File: src/rtl/core/button_long_press_detector_macros.svh
// assertion helpers for the button press detector
`ifndef BUTTON_LONG_PRESS_DETECTOR_MACROS_SVH
`define BUTTON_LONG_PRESS_DETECTOR_MACROS_SVH

// condition and consequence in the same cycle
`define BLPD_ASSERT_NOW(lbl, ante, cons, msg) \
    lbl: assert property (@(posedge i_clk) disable iff (!i_rst_n) (ante) |-> (cons)) \
        else $error(msg);

// consequence in the cycle after the condition
`define BLPD_ASSERT_NEXT(lbl, ante, cons, msg) \
    lbl: assert property (@(posedge i_clk) disable iff (!i_rst_n) (ante) |=> (cons)) \
        else $error(msg);

`endif

File: src/rtl/core/blpd_pkg.sv
`default_nettype none

package blpd_pkg;

    // field and register widths
    localparam int NUM_PIN_REGS = 4;
    localparam int PIN_W        = 8;
    localparam int TIME_W       = 32;
    localparam int TOUT_W       = 16;
    localparam int CFG_IDX_W    = 3;
    localparam int CFG_DATA_W   = 16;
    localparam int BTN_IDX_W    = 2;

    // request kinds
    localparam logic [1:0] MODE_PRESS   = 2'd0;
    localparam logic [1:0] MODE_RELEASE = 2'd1;
    localparam logic [1:0] MODE_TICK    = 2'd2;
    localparam logic [1:0] MODE_NONE    = 2'd3;

    // result actions
    localparam logic [1:0] ACT_PRESS        = 2'd0;
    localparam logic [1:0] ACT_RELEASE      = 2'd1;
    localparam logic [1:0] ACT_LONG         = 2'd2;
    localparam logic [1:0] ACT_LONG_RELEASE = 2'd3;

    // register map
    localparam logic [CFG_IDX_W-1:0] REG_TIMEOUT = 3'd0;
    localparam logic [CFG_IDX_W-1:0] REG_PIN0    = 3'd1;
    localparam logic [CFG_IDX_W-1:0] REG_PIN1    = 3'd2;
    localparam logic [CFG_IDX_W-1:0] REG_PIN2    = 3'd3;
    localparam logic [CFG_IDX_W-1:0] REG_PIN3    = 3'd4;

    // register reset values
    localparam logic [TOUT_W-1:0] TIMEOUT_RST = 16'd1000;
    localparam logic [PIN_W-1:0]  PIN0_RST    = 8'd11;
    localparam logic [PIN_W-1:0]  PIN1_RST    = 8'd12;
    localparam logic [PIN_W-1:0]  PIN2_RST    = 8'd24;
    localparam logic [PIN_W-1:0]  PIN3_RST    = 8'd25;

    typedef logic [NUM_PIN_REGS-1:0][PIN_W-1:0] t_pins;

    typedef enum logic {
        ALU_ADD,
        ALU_CMP
    } t_alu_op;

    typedef struct packed {
        t_alu_op           op;
        logic [TIME_W-1:0] a;
        logic [TIME_W-1:0] b;
    } t_alu_req;

    typedef struct packed {
        logic [TIME_W-1:0] sum;
        logic              carry;
    } t_alu_rsp;

    typedef struct packed {
        logic                 hit;
        logic [BTN_IDX_W-1:0] idx;
    } t_lookup;

endpackage

`default_nettype wire

File: src/rtl/core/button_long_press_detector.sv
// channel   direction  handshake                   payload
// input     in         i_in_valid / o_in_ready     i_mode, i_pin, i_now_ms
// result    out        o_out_valid / i_out_ready   o_pin_out, o_action, o_last
// config    in         i_cfg_wr_en (no wait)       i_cfg_idx, i_cfg_wdata
//
// press or release: accept, then one sequencer step with the adder.
// tick: accept, then one compare per button on the shared
// 33-bit adder, then one emit step per button.
// a stalled result holds only the step that wants to load the next one.
// reset is synchronous and active low; no clearing pass.
`default_nettype none

`include "button_long_press_detector_macros.svh"

module button_long_press_detector
    import blpd_pkg::*;
#(
    parameter int NUM_BUTTONS = 4
) (
    input  wire                  i_clk,
    input  wire                  i_rst_n,
    input  wire                  i_in_valid,
    output logic                 o_in_ready,
    input  wire [1:0]            i_mode,
    input  wire [PIN_W-1:0]      i_pin,
    input  wire [TIME_W-1:0]     i_now_ms,
    output logic                 o_out_valid,
    input  wire                  i_out_ready,
    output logic [PIN_W-1:0]     o_pin_out,
    output logic [1:0]           o_action,
    output logic                 o_last,
    input  wire                  i_cfg_wr_en,
    input  wire [CFG_IDX_W-1:0]  i_cfg_idx,
    input  wire [CFG_DATA_W-1:0] i_cfg_wdata
);

    logic [TOUT_W-1:0] w_timeout;
    t_pins             w_pins;
    t_lookup           w_lookup;
    t_alu_req          w_alu_req;
    t_alu_rsp          w_alu_rsp;

    // config registers and pin lookup
    blpd_cfg #(
        .NUM_BUTTONS (NUM_BUTTONS)
    ) u_cfg (
        .i_clk       (i_clk),
        .i_rst_n     (i_rst_n),
        .i_cfg_wr_en (i_cfg_wr_en),
        .i_cfg_idx   (i_cfg_idx),
        .i_cfg_wdata (i_cfg_wdata),
        .i_pin       (i_pin),
        .o_timeout   (w_timeout),
        .o_pins      (w_pins),
        .o_lookup    (w_lookup)
    );

    // shared add / compare unit
    blpd_alu u_alu (
        .i_req (w_alu_req),
        .o_rsp (w_alu_rsp)
    );

    // sequencer
    blpd_seq #(
        .NUM_BUTTONS (NUM_BUTTONS)
    ) u_seq (
        .i_clk       (i_clk),
        .i_rst_n     (i_rst_n),
        .i_in_valid  (i_in_valid),
        .o_in_ready  (o_in_ready),
        .i_mode      (i_mode),
        .i_pin       (i_pin),
        .i_now_ms    (i_now_ms),
        .i_timeout   (w_timeout),
        .i_pins      (w_pins),
        .i_lookup    (w_lookup),
        .o_alu_req   (w_alu_req),
        .i_alu_rsp   (w_alu_rsp),
        .o_out_valid (o_out_valid),
        .i_out_ready (i_out_ready),
        .o_pin_out   (o_pin_out),
        .o_action    (o_action),
        .o_last      (o_last)
    );

    // only a tick gives more than one result
    `BLPD_ASSERT_NOW(a_single_last, o_out_valid && o_action != ACT_LONG, o_last, "single result without last")
    // a tick request keeps the sequencer busy
    `BLPD_ASSERT_NEXT(a_tick_busy, i_in_valid && o_in_ready && i_mode == MODE_TICK, !o_in_ready, "tick request did not start a walk")
    // an unused mode is dropped at once
    `BLPD_ASSERT_NEXT(a_none_idle, i_in_valid && o_in_ready && i_mode == MODE_NONE, o_in_ready, "unused mode left the sequencer busy")

endmodule

`default_nettype wire

File: src/rtl/core/blpd_alu.sv
`default_nettype none

module blpd_alu
    import blpd_pkg::*;
(
    input  wire t_alu_req i_req,
    output t_alu_rsp      o_rsp
);

    logic [TIME_W-1:0] w_b;
    logic              w_cin;
    logic [TIME_W:0]   w_full;

    // one 33-bit adder: a + b for deadlines, a - b for the due compare
    always_comb begin
        w_b    = (i_req.op == ALU_CMP) ? ~i_req.b : i_req.b;
        w_cin  = (i_req.op == ALU_CMP);
        w_full = {1'b0, i_req.a} + {1'b0, w_b} + {{TIME_W{1'b0}}, w_cin};
        o_rsp.sum   = w_full[TIME_W-1:0];
        o_rsp.carry = w_full[TIME_W];
    end

endmodule

`default_nettype wire

File: src/rtl/core/blpd_cfg.sv
`default_nettype none

module blpd_cfg
    import blpd_pkg::*;
#(
    parameter int NUM_BUTTONS = 4
) (
    input  wire                   i_clk,
    input  wire                   i_rst_n,
    input  wire                   i_cfg_wr_en,
    input  wire [CFG_IDX_W-1:0]   i_cfg_idx,
    input  wire [CFG_DATA_W-1:0]  i_cfg_wdata,
    input  wire [PIN_W-1:0]       i_pin,
    output logic [TOUT_W-1:0]     o_timeout,
    output t_pins                 o_pins,
    output t_lookup               o_lookup
);

    logic [TOUT_W-1:0] r_timeout;
    t_pins             r_pins;

    // register writes, unknown indexes dropped
    always_ff @(posedge i_clk) begin
        if (!i_rst_n) begin
            r_timeout <= TIMEOUT_RST;
            r_pins[0] <= PIN0_RST;
            r_pins[1] <= PIN1_RST;
            r_pins[2] <= PIN2_RST;
            r_pins[3] <= PIN3_RST;
        end else if (i_cfg_wr_en) begin
            case (i_cfg_idx)
                REG_TIMEOUT: r_timeout <= i_cfg_wdata;
                REG_PIN0:    r_pins[0] <= i_cfg_wdata[PIN_W-1:0];
                REG_PIN1:    r_pins[1] <= i_cfg_wdata[PIN_W-1:0];
                REG_PIN2:    r_pins[2] <= i_cfg_wdata[PIN_W-1:0];
                REG_PIN3:    r_pins[3] <= i_cfg_wdata[PIN_W-1:0];
                default: begin
                end
            endcase
        end
    end

    // pin to button, lowest button wins
    always_comb begin
        o_lookup.hit = 1'b0;
        o_lookup.idx = '0;
        for (int b = NUM_BUTTONS - 1; b >= 0; b--) begin
            if (r_pins[b] == i_pin) begin
                o_lookup.hit = 1'b1;
                o_lookup.idx = BTN_IDX_W'(b);
            end
        end
    end

    assign o_timeout = r_timeout;
    assign o_pins    = r_pins;

endmodule

`default_nettype wire

File: src/rtl/core/blpd_seq.sv
`default_nettype none

module blpd_seq
    import blpd_pkg::*;
#(
    parameter int NUM_BUTTONS = 4
) (
    input  wire                i_clk,
    input  wire                i_rst_n,
    input  wire                i_in_valid,
    output logic               o_in_ready,
    input  wire [1:0]          i_mode,
    input  wire [PIN_W-1:0]    i_pin,
    input  wire [TIME_W-1:0]   i_now_ms,
    input  wire [TOUT_W-1:0]   i_timeout,
    input  wire t_pins         i_pins,
    input  wire t_lookup       i_lookup,
    output t_alu_req           o_alu_req,
    input  wire t_alu_rsp      i_alu_rsp,
    output logic               o_out_valid,
    input  wire                i_out_ready,
    output logic [PIN_W-1:0]   o_pin_out,
    output logic [1:0]         o_action,
    output logic               o_last
);

    localparam int IDX_W = (NUM_BUTTONS > 1) ? $clog2(NUM_BUTTONS) : 1;
    localparam logic [IDX_W-1:0] LAST_IDX = IDX_W'(NUM_BUTTONS - 1);

    typedef enum logic [1:0] {
        S_IDLE,
        S_SCAN,
        S_EMIT,
        S_EVENT
    } t_state;

    t_state                 r_state;
    logic [1:0]             r_mode;
    logic [PIN_W-1:0]       r_pin;
    logic [TIME_W-1:0]      r_now;
    logic [IDX_W-1:0]       r_btn;
    logic [IDX_W-1:0]       r_idx;
    logic [NUM_BUTTONS-1:0] r_due;
    logic [TIME_W-1:0]      r_deadline [NUM_BUTTONS];
    logic [NUM_BUTTONS-1:0] r_armed;
    logic [NUM_BUTTONS-1:0] r_long;
    logic                   r_out_valid;
    logic [PIN_W-1:0]       r_pin_out;
    logic [1:0]             r_action;
    logic                   r_last;

    logic                   w_slot_free;
    logic [NUM_BUTTONS-1:0] w_above;
    logic                   w_load;

    // shared adder: due compare while scanning, deadline sum otherwise
    always_comb begin
        o_alu_req.a  = r_now;
        if (r_state == S_SCAN) begin
            o_alu_req.op = ALU_CMP;
            o_alu_req.b  = r_deadline[r_idx];
        end else begin
            o_alu_req.op = ALU_ADD;
            o_alu_req.b  = {{(TIME_W - TOUT_W){1'b0}}, i_timeout};
        end
    end

    // output slot free when empty or being drained
    assign w_slot_free = !r_out_valid || i_out_ready;

    // due buttons still ahead of the walk
    assign w_above = (r_due >> r_idx) >> 1;

    // a result enters the output register this cycle
    always_comb begin
        case (r_state)
            S_EMIT: begin
                w_load = w_slot_free && r_due[r_idx];
            end
            S_EVENT: begin
                w_load = w_slot_free && ((r_mode == MODE_PRESS)
                         || (r_mode == MODE_RELEASE && (r_long[r_btn] || r_armed[r_btn])));
            end
            default: begin
                w_load = 1'b0;
            end
        endcase
    end

    // sequencer, button state and output register
    always_ff @(posedge i_clk) begin
        if (!i_rst_n) begin
            r_state     <= S_IDLE;
            r_out_valid <= 1'b0;
            r_armed     <= '0;
            r_long      <= '0;
        end else begin
            // load wins over drain
            if (w_load) begin
                r_out_valid <= 1'b1;
            end else if (i_out_ready) begin
                r_out_valid <= 1'b0;
            end
            case (r_state)
                S_IDLE: begin
                    if (i_in_valid) begin
                        r_mode <= i_mode;
                        r_pin  <= i_pin;
                        r_now  <= i_now_ms;
                        r_btn  <= IDX_W'(i_lookup.idx);
                        r_idx  <= '0;
                        r_due  <= '0;
                        if ((i_mode == MODE_PRESS || i_mode == MODE_RELEASE)
                                && i_lookup.hit) begin
                            r_state <= S_EVENT;
                        end else if (i_mode == MODE_TICK) begin
                            r_state <= S_SCAN;
                        end
                    end
                end
                S_SCAN: begin
                    // carry set means now >= deadline
                    r_due[r_idx] <= r_armed[r_idx] & i_alu_rsp.carry;
                    if (r_idx == LAST_IDX) begin
                        r_idx   <= '0;
                        r_state <= S_EMIT;
                    end else begin
                        r_idx <= r_idx + 1'b1;
                    end
                end
                S_EMIT: begin
                    if (!r_due[r_idx] || w_slot_free) begin
                        if (r_due[r_idx]) begin
                            r_pin_out      <= i_pins[BTN_IDX_W'(r_idx)];
                            r_action       <= ACT_LONG;
                            r_last         <= (w_above == '0);
                            r_armed[r_idx] <= 1'b0;
                            r_long[r_idx]  <= 1'b1;
                        end
                        if (r_idx == LAST_IDX) begin
                            r_state <= S_IDLE;
                        end else begin
                            r_idx <= r_idx + 1'b1;
                        end
                    end
                end
                S_EVENT: begin
                    case (r_mode)
                        MODE_PRESS: begin
                            if (w_slot_free) begin
                                r_deadline[r_btn] <= i_alu_rsp.sum;
                                r_armed[r_btn]    <= 1'b1;
                                r_pin_out         <= r_pin;
                                r_action          <= ACT_PRESS;
                                r_last            <= 1'b1;
                                r_state           <= S_IDLE;
                            end
                        end
                        MODE_RELEASE: begin
                            if (r_long[r_btn]) begin
                                if (w_slot_free) begin
                                    r_long[r_btn] <= 1'b0;
                                    r_pin_out     <= r_pin;
                                    r_action      <= ACT_LONG_RELEASE;
                                    r_last        <= 1'b1;
                                    r_state       <= S_IDLE;
                                end
                            end else if (r_armed[r_btn]) begin
                                if (w_slot_free) begin
                                    r_armed[r_btn] <= 1'b0;
                                    r_pin_out      <= r_pin;
                                    r_action       <= ACT_RELEASE;
                                    r_last         <= 1'b1;
                                    r_state        <= S_IDLE;
                                end
                            end else begin
                                r_state <= S_IDLE;
                            end
                        end
                        default: begin
                            r_state <= S_IDLE;
                        end
                    endcase
                end
                default: begin
                    r_state <= S_IDLE;
                end
            endcase
        end
    end

    assign o_in_ready  = (r_state == S_IDLE);
    assign o_out_valid = r_out_valid;
    assign o_pin_out   = r_pin_out;
    assign o_action    = r_action;
    assign o_last      = r_last;

endmodule

`default_nettype wire

File: config.mk
export PLATFORM = sky130hd
export DESIGN_NAME = button_long_press_detector
export DESIGN_NICKNAME = d
export VERILOG_FILES = /design/src/rtl/core/blpd_pkg.sv /design/src/rtl/core/button_long_press_detector.sv /design/src/rtl/core/blpd_alu.sv /design/src/rtl/core/blpd_cfg.sv /design/src/rtl/core/blpd_seq.sv
export VERILOG_INCLUDE_DIRS = /design/src /design/src/rtl/core
export SDC_FILE = /design/constraint.sdc
export NUM_CORES = 1
export LEC_CHECK = 0
export ABC_AREA = 1
export BUFFER_PORTS_ARGS = -buffer_cell sky130_fd_sc_hd__buf_2
export CORE_MARGIN = 2
export CORE_UTILIZATION = 60
export CTS_BUF_LIST = sky130_fd_sc_hd__clkbuf_8
export DETAILED_ROUTE_END_ITERATION = 8
export PLACE_DENSITY = 0.82
export SYNTH_ARGS = -nofsm -noshare
export SYNTH_HDL_FRONTEND = slang
export SYNTH_SLANG_ARGS = --single-unit
export TNS_END_PERCENT = 50
File: constraint.sdc
create_clock -name i_clk -period 7.26 [get_ports i_clk]
set_clock_uncertainty 0.15 [all_clocks]
set_input_delay 1.089 -clock i_clk [delete_from_list [all_inputs] [get_ports i_clk]]
set_output_delay 1.089 -clock i_clk [all_outputs]
set_load 0.02 [all_outputs]
==> run_results.csv, run 1 <==
group,metric,value,unit
finish,final_layout_size_suffix_gt1_share,14.10,%
timing,final.setup.tns,0,ns
yosys,async_reset_ff_share,0,%
drt,vias_per_cell,5.687,
clock_network,cts_tree,"built",
place,dp_slack,3.058,ns
clock_network,numCtsBuffers,42,
timing,fin_ws,3.008,ns
worst_setup_path,crit_path_end_kind,"register",
hold_path,min_from,"u_seq.r_long[1]",
floorplan,die_h,148,um
timing,holdWs,0.3262,ns
timing,min_period_over_period,58.56,%
place,port_buffers,78,
clock_network,cts-resized-gates,0,
yosys,seq_area_frac_synth,55.43,%
drt,first_iter_violations,916,
worst_setup_path,crit_required,7.39,ns
yosys,ys_ff_latch,250,
pwr,p_switching,0.9944,mW
worst_setup_path,cp.buffers_inverters,2,
timing,tightest_slew,1.150,ns
place,dp_hpwl,20970,um
pwr,combPwrFrac,17.3,%
clock_network,post_cts_buffers,0,
timing,finalSetupViolations,0,
clock_network,cts_root_buf,"clkbuf_8",
pwr,p_int,2.445,mW
worst_setup_path,cp_top_family,"compound AO/OA/AOI/OAI gates",
clock_network,clock_path_buffers,3,
drt,routedWlPerCell,17.78,um
global_route,antenna_found_initial,0,
hold_path,whs_path_depth,2,
pwr,clockPowerShare,34.2,%
finish,nFillCells,1601,
timing,min_period,4.252,ns
floorplan,core-area,0.02030,mm2
pwr,p_seq_share,48.4,%
yosys,synth_area,0.01244,mm2
yosys,synth_cell_types,50,
yosys,syn-num-nets,1441,
pwr,powerDensity,248.6,mW/mm2
yosys,synth_area_leaders,"edfxtp_1 (46%), dfxtp_1 (9.8%), nand2_1 (8.2%)",
place,dp_cells,1641,
finish,final_area,0.01384,mm2
hold_path,hold_path.class,"register to register",
global_route,grt_pass1_vias,9302,
global_route,grt_pass1_wl,47820,um
finish,area_delta_synth_final,11.20,%
clock_network,path_clk_slew,0.07,ns
clock_network,htree_levels,2,
floorplan,dieArea,0.02190,mm2
pwr,ir_drop,0.0001951,V
timing,relSlewSlack,23.18,%
clock_network,clock_sinks,250,
worst_setup_path,critPathMaxStageDelay,0.62,ns
yosys,synth_enable_flop_cells,189,
yosys,ys_top_cells_by_count,"nand2_1 (272), edfxtp_1 (189), nor2_1 (174), o21ai_0 (102), a21oi_1 (85)",
place,place_area,0.01304,mm2
worst_setup_path,r2r_slack,3.01,ns
global_route,overflow,0,
job,maxCapViolations,0,
clock_network,cts-hold-fix-buffers,0,
place,place.gp.congestion,0.9318,
pwr,total_power,3.439,mW
global_route,grt_max_degree,66,
floorplan,rows,52,
yosys,synth.most_common_cell,"nand2_1",
run_status,status,"finished clean",
floorplan,die_w,148,um
yosys,yosysTopAreaCellShare,45.62,%
clock_network,clk_latency,0.56,ns
drt,drt_first_pass_iters,5,
yosys,synthFlopType,"edfxtp_1",
worst_setup_path,path_class,"register to register",
yosys,synth_top_area_cell,"edfxtp_1",
pwr,p_sw_share,28.91,%
hold_path,min_to,"u_seq.r_long[1]",
worst_setup_path,startpoint_type,"register",
worst_setup_path,slowest_stage,"inv_2",
floorplan,initial_utilization,61.29,%
yosys,ys_warn_count,0,
worst_setup_path,reg2reg_to,"u_seq.r_deadline[0][29]",
floorplan,num_io_pins,79,
worst_setup_path,crit_chain,"buf_4 -> inv_2 -> o21ai_0 -> o22ai_1 -> o21ai_0 -> ha_1 -> a21o_1 -> a21oi_1 -> o21ai_0 -> a211oi_1 -> nand2_1 -> nand2_1 -> nand2_1 -> nand2_1 -> nand2_1",
worst_setup_path,r2r_cells,15,
drt,ant_nets,0,
finish,antennaDiodeCount,0,
pwr,p_leak,5.569,nW
timing,maxSlewViolCount,0,
timing,hold_viol,0,
worst_setup_path,cp_common_cell,"nand2_1",
worst_setup_path,crit_fanout,65,
finish,nets,1521,
yosys,avgSynthCellArea,9.320,um2
yosys,netlist_instances,1335,
global_route,grt_usage,27.86,%
finish,fin_cells,1717,
drt,drc,0,
timing,fmax,235.2,MHz
finish,final_core_util,68.16,%
timing,rsz0062_at_grt,"no",
worst_setup_path,cp.arrival,4.38,ns
drt,wirelength,30530,um
drt,vias,9765,
==> how the worst max path moves through the flow <==
stage / startpoint / end / slack, ns / cells past startpoint
6_report: register / u_seq.r_deadline[0][29] / 3.01 / 15
5_1_grt: register / u_seq.r_deadline[0][30] / 2.65 / 15
4_1_cts: register / u_seq.r_deadline[0][24] / 3.04 / 17
3_5_place_dp: register / u_seq.r_deadline[0][24] / 3.06 / 17
3_3_place_gp: register / u_seq.r_deadline[0][24] / 3.19 / 17
2_1_floorplan: i_rst_n / u_seq.r_btn[0] / 3.37 / 3
==> area by class of cell <==
type | count | area [um2] | share of cell area, %
Clock inverter | 30 | 160.2 | 1.158
Sequential cell | 250 | 6898 | 49.86
Tap cell | 270 | 337.8 | 2.442
Timing Repair Buffer | 82 | 420.4 | 3.039
Multi-Input combinational cell | 941 | 5014 | 36.24
Clock buffer | 46 | 633.1 | 4.576
Inverter | 98 | 372.9 | 2.695
==> state kept, by name (all words and copies together), names as in the netlist, named ones only <==
signal             flops
u_seq.r_deadline     128
u_cfg.o_timeout       16
u_seq.r_mode           2
u_seq.r_btn            2
u_cfg.o_pins          32
u_seq.o_action         2
u_seq.r_now           32
u_seq.o_last           1
u_seq.o_pin_out        8
u_seq.r_due            4
u_seq.r_pin            8
u_seq.r_long           4
u_seq.o_out_valid      1
u_seq.r_idx            2
u_seq.r_state          2
==> routing by layer <==
metal | vias to the layer above | part of all wire [%] | GRT usage, %
met4 | 0 | 2.2 | 9.905
li1 | 4761 | - | -
met5 | - | 0 | 0
met3 | 49 | 7.6 | 4.352
met1 | 4571 | 42 | 37.95
met2 | 384 | 48 | 45.79
==> power groups by stage <==
stage	registers, mW	logic, mW	clock network (mW)
6_report	1.67	0.596	1.18
5_1_grt	1.67	0.658	1.26
4_1_cts	1.67	0.589	1.20
3_5_place_dp	1.69	0.585	0
3_3_place_gp	1.69	0.565	0
2_1_floorplan	1.68	0.422	0
==> kinds of logic (layout without fill, tap and decap cells) <==
group,Yosys count,in the layout,share of synthesized area [%]
buf+inv,144,256,4.576
xor+xnor,48,48,3.379
fa+ha+maj,40,40,4.083
compound gates,278,278,12.78
flops,250,250,55.43
simple gates,575,575,19.75
==> worst register-to-register path, cell delays in order, from the launching register on <==
cell      delay (ns)
dfxtp_2         0.31
buf_4           0.54
inv_2           0.65
o21ai_0         0.37
o22ai_1         0.11
o21ai_0         0.25
ha_1            0.33
a21o_1          0.22
a21oi_1         0.17
o21ai_0         0.16
a211oi_1        0.22
nand2_1         0.15
nand2_1         0.14
nand2_1         0.07
nand2_1         0.06
nand2_1         0.09
==> cells in the final DEF (no fill, tap or decap), types with 8 or more instances in the layout <==
cell,instances
ha_1,39
nand4_1,10
inv_2,13
a21o_1,8
a21oi_1,85
dfxtp_1,60
xnor2_1,19
nand3_1,73
nor2_1,169
inv_1,101
nand2_2,18
buf_2,78
nor3_1,9
o21ai_1,25
o21ai_0,102
nand2_1,272
xor2_1,29
clkbuf_8,46
edfxtp_1,189
a31oi_1,12
o22ai_1,19
Power figures use the tool's default switching activity.
==> run 2, diff against run 1 <==
--- a/config.mk
+++ b/config.mk
@@ -9,7 +9,7 @@
 export ABC_AREA = 1
 export BUFFER_PORTS_ARGS = -buffer_cell sky130_fd_sc_hd__buf_2
 export CORE_MARGIN = 2
-export CORE_UTILIZATION = 60
+export CORE_UTILIZATION = 57
 export CTS_BUF_LIST = sky130_fd_sc_hd__clkbuf_8
 export DETAILED_ROUTE_END_ITERATION = 8
 export PLACE_DENSITY = 0.82
==> constraint.sdc (replaced) <==
create_clock -name i_clk -period 3.8 [get_ports i_clk]
set_clock_uncertainty 0.15 [all_clocks]
set_input_delay 0.57 -clock i_clk [delete_from_list [all_inputs] [get_ports i_clk]]
set_output_delay 0.57 -clock i_clk [all_outputs]
set_load 0.02 [all_outputs]
==> run 2 against run 1 <==
Final cell count up 1.3%. Critical path depth down 3. Critical path type unchanged. Routed wire length up 0.95%. First-iteration DRC count down 8.6%. Hold slack worse by 0.29 ns. Highest routed layer is now met5. Sequential share of layout area down 0.86 points. Clock power up 110%. Via count up 2.6%.
==> run_results.csv, run 2 (synthesized netlist as in run 1, its figures left out) <==
group,metric,value,unit
clock_network,cts_tree,"built",
drt,wirelength,30820,um
drt,ant_nets,0,
drt,drc,0,
place,place.gp.congestion,0.9515,
pwr,p_seq_share,47.0,%
worst_setup_path,path_class,"register to register",
finish,final_layout_size_suffix_gt1_share,14.93,%
place,port_buffers,78,
timing,rsz0062_at_grt,"no",
timing,tightest_slew,0.7387,ns
pwr,p_leak,5.673,nW
timing,fmax,286.3,MHz
clock_network,clk_latency,0.57,ns
finish,area_delta_synth_final,13.15,%
timing,hold_viol,0,
floorplan,die_w,151.7,um
worst_setup_path,cp.arrival,3.68,ns
job,maxCapViolations,0,
place,dp_hpwl,20850,um
pwr,powerDensity,481.5,mW/mm2
hold_path,hold_path.class,"input pin to register",
global_route,antenna_found_initial,1,
finish,antennaDiodeCount,0,
drt,vias_per_cell,5.758,
clock_network,clock_path_buffers,3,
finish,final_cell_mix,"nand2_1 (272), edfxtp_1 (189), nor2_1 (169)",
worst_setup_path,r2r_slack,0.31,ns
timing,relSlewSlack,50.75,%
finish,final_common_cell,"nand2_1",
clock_network,cts-hold-fix-buffers,0,
worst_setup_path,crit_fanout,12,
clock_network,post_cts_buffers,0,
finish,nFillCells,1706,
pwr,combPwrFrac,17.0,%
finish,largest_reg_flops,128,
worst_setup_path,crit_path_end_kind,"register",
pwr,p_int,4.829,mW
clock_network,path_clk_slew,0.07,ns
drt,routedWlPerCell,17.71,um
timing,min_period_over_period,91.92,%
worst_setup_path,crit_required,3.98,ns
floorplan,core-area,0.02162,mm2
floorplan,num_io_pins,79,
floorplan,die_h,151.7,um
pwr,ir_drop,0.0002293,V
timing,maxSlewViolCount,0,
floorplan,initial_utilization,57.55,%
finish,nets,1533,
global_route,grt_pass1_wl,48550,um
clock_network,cts_root_buf,"clkbuf_8",
global_route,grt_max_degree,65,
floorplan,rows,54,
global_route,overflow,0,
floorplan,dieArea,0.02303,mm2
finish,top_register,"u_seq.r_deadline",
timing,finalSetupViolations,0,
global_route,grt_pass1_vias,9669,
pwr,p_sw_share,28.77,%
worst_setup_path,startpoint_type,"register",
clock_network,numCtsBuffers,42,
timing,min_period,3.493,ns
run_status,status,"finished clean",
drt,first_iter_violations,837,
clock_network,cts-resized-gates,0,
clock_network,clock_sinks,250,
global_route,grt_usage,27.20,%
timing,final.setup.tns,0,ns
drt,vias,10020,
pwr,p_switching,1.950,mW
pwr,clockPowerShare,36.0,%
timing,holdWs,0.03392,ns
drt,drt_first_pass_iters,6,
clock_network,htree_levels,2,
## run 2: changes by cell type in the layout (fill, tap and decap cells not counted), sizes merged
| cell | delta |
|---|---|
| inv | -1 |
| buf | +12 |
| bufinv | +2 |
## run 2: worst paths after layout
check	start	end	cells after the start
worst min-delay path	i_now_ms[1]	u_seq.r_now[1]	1
worst max-delay path	u_seq.r_state[1]	u_seq.r_deadline[1][26]	12
worst max register to register	u_seq.r_state[1]	u_seq.r_deadline[1][26]	12
worst min register to register	u_seq.r_long[0]	u_seq.r_long[0]	2
## run 2: worst max-delay path, cell delays in order (launching register included)
cell      delay (ns)
dfxtp_1         0.39
inv_1           0.10
ha_1            0.21
inv_2           0.28
buf_4           0.28
a21oi_1         0.08
ha_1            0.43
nand2_2         0.14
nor4_4          0.39
nand2_1         0.11
o211ai_2        0.29
a21oi_1         0.14
xnor2_1         0.28
## run 2: power groups by stage
stage	registers (mW)	clock network [mW]	logic, mW
final	3.19	2.44	1.15
after global routing	3.19	2.60	1.27
after CTS	3.18	2.48	1.13
after detailed placement	3.24	0	1.12
after global placement	3.24	0	1.09
after floorplan	3.22	0	0.805
## run 2: area by class of cell
| class | count | area (um2) | area share (%) |
|---|---|---|---|
| clock buffers | 46 | 633.1 | 4.497 |
| multi-input cells | 941 | 5014 | 35.61 |
| flip-flops and latches | 250 | 6898 | 49.00 |
| repair buffers | 94 | 585.6 | 4.159 |
| well taps | 280 | 350.3 | 2.488 |
| clock inverters | 31 | 225.2 | 1.600 |
| inverters | 98 | 372.9 | 2.648 |
## run 2: per-stage QoR
stage | setup slack (ns) | util [%] | instances | power (mW) | instance area, um2
after detailed placement | 0.4621 | 61.15 | 1663 | 4.362 | 13220
after CTS | 0.3831 | 65.12 | 1740 | 6.794 | 14080
final | 0.3072 | 65.12 | 1740 | 6.779 | 14080
after floorplan | 0.4335 | - | 1335 | 4.022 | 12440
after global routing | 0.08527 | 65.12 | 1740 | 7.061 | 14080
after global placement | 0.5443 | 61.15 | 1663 | 4.327 | 13220
## run 2: metal layers
metal	global-route usage [%]	share of wire, %	up-vias
met5	0	0.042	-
met4	9.954	3.2	2
met3	5.749	8.7	83
met2	45.99	48	485
met1	34.64	40	4655
li1	-	-	4794
==> run 3, diff against run 2 <==
--- a/config.mk
+++ b/config.mk
@@ -9,10 +9,11 @@
 export ABC_AREA = 1
 export BUFFER_PORTS_ARGS = -buffer_cell sky130_fd_sc_hd__buf_2
 export CORE_MARGIN = 2
-export CORE_UTILIZATION = 57
+export CORE_UTILIZATION = 60
 export CTS_BUF_LIST = sky130_fd_sc_hd__clkbuf_8
 export DETAILED_ROUTE_END_ITERATION = 8
 export PLACE_DENSITY = 0.82
+export SETUP_SLACK_MARGIN = 0.1
 export SYNTH_ARGS = -nofsm -noshare
 export SYNTH_HDL_FRONTEND = slang
 export SYNTH_SLANG_ARGS = --single-unit
==> constraint.sdc (replaced) <==
create_clock -name i_clk -period 3.7 [get_ports i_clk]
set_clock_uncertainty 0.15 [all_clocks]
set_input_delay 0.555 -clock i_clk [delete_from_list [all_inputs] [get_ports i_clk]]
set_output_delay 0.555 -clock i_clk [all_outputs]
set_load 0.02 [all_outputs]
==> run 3 against run 2 <==
Clock power is essentially flat. First-iteration DRC count fell by 0.48%. Register-to-register slack worse by 0.03 ns. Critical endpoint is now u_seq.r_deadline[1][18]. Final cell count fell by 0.57%. Utilization up 4.1 points. Via count shrank 0.81%. Worst setup slack got worse by 0.031 ns. Sequential power rose by 3%. Clock-buffer cell count decreased by 3. Fmax rose by 2.0%. Global-route usage up 0.89 points. Largest cell class unchanged. Final area is 0.25% lower.
==> run_results.csv, run 3 (synthesized netlist as in run 1, its figures left out) <==
group,metric,value,unit
clock_network,clock_sinks,250,
finish,final_area,0.01404,mm2
clock_network,post_cts_buffers,0,
finish,nFillCells,1520,
place,dp_hpwl,21450,um
place,place.gp.congestion,0.9508,
clock_network,path_clk_slew,0.07,ns
job,maxCapViolations,0,
timing,min_period_over_period,92.53,%
global_route,antenna_found_initial,0,
clock_network,cts-resized-gates,0,
global_route,grt_usage,28.09,%
clock_network,cts-hold-fix-buffers,0,
floorplan,die_w,148,um
clock_network,clock_path_buffers,3,
pwr,powerDensity,492.0,mW/mm2
finish,final_common_cell,"nand2_1",
finish,area_delta_synth_final,12.87,%
floorplan,num_io_pins,79,
worst_setup_path,crit_required,3.81,ns
finish,top_register,"u_seq.r_deadline",
finish,final_cell_mix,"nand2_1 (272), edfxtp_1 (189), nor2_1 (169)",
worst_setup_path,crit_path_end_kind,"register",
clock_network,clk_latency,0.55,ns
floorplan,core-area,0.02030,mm2
floorplan,dieArea,0.02190,mm2
drt,drc,0,
worst_setup_path,crit_fanout,19,
pwr,p_int,4.961,mW
timing,fmax,292.1,MHz
pwr,clockPowerShare,35.4,%
global_route,overflow,0,
timing,fin_ws,0.2765,ns
pwr,ir_drop,0.0003838,V
pwr,combPwrFrac,17.3,%
timing,rsz0062_at_grt,"no",
hold_path,hold_path.class,"input pin to register",
place,dp_slack,0.3975,ns
timing,final.setup.tns,0,ns
drt,first_iter_violations,833,
worst_setup_path,startpoint_type,"register",
drt,vias,9938,
timing,holdWs,0.02551,ns
floorplan,die_h,148,um
pwr,p_switching,1.948,mW
drt,routedWlPerCell,17.71,um
place,place_area,0.01321,mm2
timing,tightest_slew,0.8234,ns
clock_network,cts_root_buf,"clkbuf_8",
global_route,grt_pass1_wl,48050,um
clock_network,htree_levels,2,
timing,maxSlewViolCount,0,
clock_network,numCtsBuffers,39,
timing,finalSetupViolations,0,
finish,multi_input_area,0.005014,mm2
pwr,p_sw_share,28.20,%
timing,relSlewSlack,44.65,%
global_route,grt_pass1_vias,9443,
worst_setup_path,path_class,"register to register",
run_status,status,"finished clean",
drt,drt_first_pass_iters,5,
drt,vias_per_cell,5.745,
drt,ant_nets,0,
finish,final_layout_size_suffix_gt1_share,15.35,%
worst_setup_path,cp.arrival,3.54,ns
floorplan,rows,52,
pwr,p_leak,5.640,nW
finish,largest_reg_flops,128,
pwr,p_seq_share,47.3,%
floorplan,initial_utilization,61.29,%
finish,nets,1534,
clock_network,cts_tree,"built",
place,port_buffers,78,
timing,hold_viol,0,
drt,wirelength,30640,um
global_route,grt_max_degree,46,
timing,min_period,3.423,ns
finish,regArea,0.006898,mm2
finish,final_core_util,69.18,%
## run 3: metrics by stage
step | std cells | power [mW]
floorplan | 1335 | 4.131
global route | 1729 | 7.187
finish | 1730 | 6.910
global placement | 1657 | 4.465
detailed placement | 1657 | 4.491
CTS | 1729 | 6.927
## run 3: cell type report
cell class                 count  share of cell area [%]
inverter                      98                   2.655
sequential                   250                   49.12
clock inverter                29                   1.684
antenna                        1                 0.01782
clock buffer                  43                   4.214
tap                          270                   2.406
timing repair buffer          98                   4.205
multi-input combinational    941                   35.70
## run 3: final timing paths
kind / cells after the start / end / slack [ns] / start
worst max-delay path: 14 / u_seq.r_deadline[1][18] / 0.28 / register
worst min-delay path: 1 / u_seq.r_now[29] / 0.03 / i_now_ms[29]
worst max register to register: 14 / u_seq.r_deadline[1][18] / 0.28 / register
worst min register to register: 2 / u_seq.r_long[2] / 0.33 / u_seq.r_long[2]
## run 3: power by group through the flow
stage / sequential, mW / clock (mW) / combinational (mW)
3_5_place_dp: 3.33 / 0 / 1.16
6_report: 3.27 / 2.44 / 1.20
4_1_cts: 3.27 / 2.48 / 1.17
3_3_place_gp: 3.33 / 0 / 1.14
2_1_floorplan: 3.30 / 0 / 0.827
5_1_grt: 3.27 / 2.60 / 1.31
## run 3: critical path: stages (launching register included)
cell	delay, ns
dfxtp_2	0.36
inv_2	0.29
nand2_1	0.14
nand3_2	0.09
nand3_2	0.09
nand3_2	0.10
nand2_2	0.11
fa_1	0.47
o21ai_2	0.25
a21oi_4	0.13
o21ai_2	0.17
nand2_1	0.06
nand2_1	0.18
a21oi_1	0.12
xnor2_1	0.42
## run 3: per-layer routing
metal | vias to the layer above | wire [um] | global-route usage, %
met2 | 402 | 14810 | 46.48
met1 | 4674 | 12600 | 36.71
met4 | 0 | 1048 | 12.10
li1 | 4791 | - | -
met5 | - | 0 | 0
met3 | 71 | 2179 | 4.907
